===== src/hw/rtl/gcd_pkg.sv =====
// Shared constants, types and arithmetic helpers for the great-circle distance pipeline.
`timescale 1ns / 1ps

package gcd_pkg;

    // CORDIC
    localparam int STEPS         = 28;
    localparam int CORDIC_SPS    = 4;
    localparam int CORDIC_STAGES = (STEPS + CORDIC_SPS - 1) / CORDIC_SPS;
    localparam int CW            = 34;   // CORDIC word: x, y, z
    localparam int AW            = 35;   // angle word before wrap

    // square root
    localparam int SQRT_IN_W   = 61;
    localparam int ROOT_W      = 31;
    localparam int RES_W       = 63;
    localparam int SQRT_ITERS  = 31;
    localparam int SQRT_SPS    = 4;
    localparam int SQRT_STAGES = (SQRT_ITERS + SQRT_SPS - 1) / SQRT_SPS;

    localparam int A_W    = 31;          // clamped haversine term, Q30
    localparam int DIST_W = 25;

    localparam logic signed [CW-1:0] GAIN_Q30 = 34'sd652032874;
    localparam logic signed [AW-1:0] FULL_TURN = 35'sd6039797760;
    localparam logic signed [AW-1:0] HALF_TURN = 35'sd3019898880;
    localparam logic signed [AW-1:0] QUARTER   = 35'sd1509949440;
    localparam logic [A_W-1:0]       Q_ONE     = 31'd1073741824;
    localparam logic [29:0]          ARC_SCALE = 30'd910908839;
    localparam logic [DIST_W-1:0]    MAX_DIST  = 25'd20015087;

    // atan(2^-i) in degrees * 2^24
    localparam logic [29:0] ARC_TABLE [STEPS] = '{
        30'd754974720, 30'd445687602, 30'd235489088, 30'd119537938, 30'd60000934,
        30'd30029717,  30'd15018523,  30'd7509720,   30'd3754917,   30'd1877466,
        30'd938734,    30'd469367,    30'd234684,    30'd117342,    30'd58671,
        30'd29335,     30'd14668,     30'd7334,      30'd3667,      30'd1833,
        30'd917,       30'd458,       30'd229,       30'd115,       30'd57,
        30'd29,        30'd14,        30'd7
    };

    typedef struct packed {
        logic signed [CW-1:0] z;
        logic                 neg;   // cosine must be negated
    } fold_t;

    // wrap to [-180, 180) and fold into [-90, 90]; input stays within +/- 2^32
    function automatic fold_t wrap_fold(input logic signed [AW-1:0] ang);
        logic signed [AW-1:0] r;
        fold_t f;
        r = ang;
        if (r >= HALF_TURN) begin
            r = r - FULL_TURN;
        end else if (r < -HALF_TURN) begin
            r = r + FULL_TURN;
        end
        f.neg = 1'b0;
        if (r > QUARTER) begin
            r = HALF_TURN - r;
            f.neg = 1'b1;
        end else if (r < -QUARTER) begin
            r = -HALF_TURN - r;
            f.neg = 1'b1;
        end
        f.z = r[CW-1:0];
        return f;
    endfunction

    // Q30 product, rounded with ties toward plus infinity
    function automatic logic signed [32:0] qmul(input logic signed [31:0] a,
                                                input logic signed [31:0] b);
        logic signed [63:0] p;
        p = a * b;
        p = p + 64'sd536870912;
        return p[62:30];
    endfunction

endpackage


===== src/hw/rtl/gcd_isqrt.sv =====
// Pipelined integer square root, a few result bits per stage.
`timescale 1ns / 1ps

module gcd_isqrt (
    input  logic                            aclk,
    input  logic                            en,
    input  logic [gcd_pkg::SQRT_IN_W-1:0]   v_in,
    output logic [gcd_pkg::ROOT_W-1:0]      root_out
);

    localparam int NS  = gcd_pkg::SQRT_STAGES;
    localparam int SPS = gcd_pkg::SQRT_SPS;
    localparam int VW  = gcd_pkg::SQRT_IN_W;
    localparam int RW  = gcd_pkg::RES_W;

    logic [VW-1:0] rem_reg [NS];
    logic [RW-1:0] res_reg [NS];

    for (genvar s = 0; s < NS; s++) begin : g_stage
        logic [VW-1:0] rem_i, rem_next;
        logic [RW-1:0] res_i, res_next;

        if (s == 0) begin : g_first
            assign rem_i = v_in;
            assign res_i = '0;
        end else begin : g_rest
            assign rem_i = rem_reg[s-1];
            assign res_i = res_reg[s-1];
        end

        always_comb begin
            logic [VW-1:0] remt;
            logic [RW-1:0] rest, bitv, trial;
            remt = rem_i;
            rest = res_i;
            for (int j = 0; j < SPS; j++) begin
                if (s * SPS + j < gcd_pkg::SQRT_ITERS) begin
                    bitv  = RW'(1) << (VW - 1 - 2 * (s * SPS + j));
                    trial = rest + bitv;
                    if (RW'(remt) >= trial) begin
                        remt = remt - trial[VW-1:0];
                        rest = (rest >> 1) + bitv;
                    end else begin
                        rest = rest >> 1;
                    end
                end
            end
            rem_next = remt;
            res_next = rest;
        end

        always_ff @(posedge aclk) begin
            if (en) begin
                rem_reg[s] <= rem_next;
                res_reg[s] <= res_next;
            end
        end
    end

    assign root_out = res_reg[NS-1][gcd_pkg::ROOT_W-1:0];

endmodule


===== config.mk =====
export PLATFORM = sky130hd
export DESIGN_NAME = gcd_isqrt
export DESIGN_NICKNAME = d
export VERILOG_FILES = /design/src/hw/rtl/gcd_pkg.sv /design/src/hw/rtl/gcd_isqrt.sv
export SDC_FILE = /design/constraint.sdc
export NUM_CORES = 2
export LEC_CHECK = 0
export ABC_AREA = 1
export BUFFER_PORTS_ARGS = -buffer_cell sky130_fd_sc_hd__buf_2
export CAP_MARGIN = 30
export CORE_MARGIN = 5
export CORE_UTILIZATION = 33
export CTS_CLUSTER_SIZE = 24
export DETAILED_ROUTE_END_ITERATION = 10
export GPL_ROUTABILITY_DRIVEN = 0
export SYNTH_ARGS = -nofsm -noshare
export SYNTH_HDL_FRONTEND = slang
export SYNTH_SLANG_ARGS = --single-unit

===== constraint.sdc =====
create_clock -name aclk -period 18.6 [get_ports aclk]
set_input_delay 3.72 -clock aclk [delete_from_list [all_inputs] [get_ports aclk]]
set_output_delay 3.72 -clock aclk [all_outputs]
set_load 0.05 [all_outputs]

==> results.toml <==
[synthesis]
synth_top_flop_cell = "edfxtp_1"
yosys_warnings = 0
yosysTopAreaCellShare_pct = 22.9
synthMostInstantiatedCell = "nand2_1"
syn_nets = 12800
ys_seq_elements = 570
synthTopCellsByArea = "edfxtp_1, nand2_1, inv_1"
synth_area_um2 = 74600
yosysSeqAreaShare_pct = 22.9
syn_area_per_cell_um2 = 6.11
yosys.area.top_type = "edfxtp_1"
syn_inst = 12200
synth_common_cells = "nand2_1, inv_1, nor2_1"
async_reset_ff_share_pct = 0
synth_edf_count = 570
synth.distinct_cells = 72

[detailed_routing]
drt-initial-drc-count = 8720
drc = 0
vias = 81600
postRouteAntennaNets = 0
drt_first_pass_iters = 7
routed_via_density = 5.32
wl_um = 308000
wl_per_cell_um = 20.1

[clock_tree]
cts_tree = "built"
clk_path_buf_depth = 3
cts_setup_buffers = 0
cts_resized = 0
ctsHoldBuffers = 0
h-tree-depth = 3
cts.sinks = 570
path_clk_slew_ns = 0.06
cts_buffers = 71
clk_latency_ns = 0.74
cts-root-buf = "clkbuf_16"

[floorplan]
dieArea_um2 = 236000
dieWidth_um = 486
rows = 174
initial_core_util_pct = 33.2
die_h_um = 486
coreArea_um2 = 225000
num_io_pins = 94

[worst_setup_path]
rr_worst_depth = 46
cp-start-kind = "flop"
cp_data_arrival_time_ns = 13.16
crit_fanout = 38
crit_type = "flop to flop"
r2r_slack_ns = 5.83
crit_start = "res_reg[0][231]"
cp.required_ns = 18.99
path_buf_inv = 7
worstSetupEndpoint = "rem_reg[4][24]"
crit_slowest_cell = "o21ai_0"
path_delay_family = "simple AND/OR/NAND/NOR gates"
crit_path_end_kind = "flop"
reg2reg_from = "res_reg[0][231]"
reg2reg_to = "rem_reg[4][24]"
worst_path_largest_cell_delay_ns = 0.72
crit_cells = 46

[layout]
nets = 12900
drive_gt1_share_pct = 4.05
layout.area.seq_um2 = 17100
multiInputGateArea_um2 = 49700
area_growth_pct = 8.32
fin_util_pct = 35.9
largest_reg_flops = 427
nFillCells = 24800
fin_area_um2 = 80800

[sta]
tns_ns = 0
whs_ns = 0.425
fin_crit_ns = 12.77
worst_pin_slew_ns = 1.15
rsz0062_at_grt = "no"
finalSetupViolations = 0
maxSlewViolCount = 0
max_freq_mhz = 78.3
max_slew_margin_pct = 22.7
fin_crit_sh_pct = 68.7
hold_violations = 0
fin_skew_ns = 0.0470

[status]
outcome = "completed"

[global_routing]
grt_pass1_vias = 75800
grt_antenna_before_repair = 10
grt.total_usage_pct = 24.9
overflow = 0
grt_pass1_wl_um = 455000
grt_max_degree = 101

[place]
dp_hpwl_um = 261000
place_area_um2 = 78400
portBuffers = 93

[worst_hold_path]
hold_path_class = "flop to flop"

[job]
maxCapViolCount = 0
-- placed cells by master, fill, tap and decap left out, drive strengths merged, types with 40 or more instances in the layout --
cell type  instances
xnor2            269
nand3b            87
o21a              56
inv             1866
nand3            859
edfxtp           570
nor2            1669
or2               40
ha               541
nor3             182
xor2             236
nor4              83
o21ai            754
a21oi            741
nand2           3621
clkbuf            80
buf              124
a31oi             80
nand4            254
-- worst min path at each step --
stage	start	to	slack [ns]	cells past startpoint
CTS	res_reg[1][92]	res_reg[1][151]	0.42	0
global route	res_reg[1][93]	res_reg[1][152]	0.45	0
global placement	rem_reg[3][20]	rem_reg[4][20]	0.42	0
floorplan	rem_reg[0][5]	rem_reg[1][5]	0.42	0
detailed placement	rem_reg[3][12]	rem_reg[4][12]	0.43	0
finish	res_reg[1][92]	res_reg[1][151]	0.42	0
-- cell type report --
cell class,instances,share of cell area [%]
antenna,4,0.0124
tap,2992,4.63
clock buffer,80,2.24
clock inverter,49,0.806
sequential,570,21.2
multi-input combinational,9643,61.5
timing repair buffer,124,0.936
inverter,1865,8.67
-- logic make-up (layout without fill, tap and decap cells) --
kind of cell    after synthesis  after routing  synth area share (%)
simple gates               6843           6843                  38.9
buf+inv                    1998           2118                  10.4
compound gates             1752           1752                  12.7
flops                       570            570                  22.9
fa+ha+maj                   541            541                  9.07
xor+xnor                    505            505                  5.94
mux                           2              2                0.0268
other cells                   0              4                     0
-- through the flow --
step	std cells	setup WS [ns]
floorplan	12200	9.65
global placement	15200	6.01
detailed placement	15200	6.10
CTS	15300	6.11
global route	15300	4.98
finish	15300	5.83
-- layer usage --
| metal | vias up | track usage, % | wire length [um] |
|---|---|---|---|
| met4 | 2 | 16.5 | 25100 |
| met3 | 1023 | 4.30 | 25000 |
| met1 | 36700 | 29.0 | 118000 |
| met2 | 3789 | 42.0 | 140000 |
| met5 | - | 0 | 12 |
| li1 | 40000 | - | - |
Power is not shown: default switching activity piles up to over one toggle a cycle in this logic, so the estimate is an artifact.
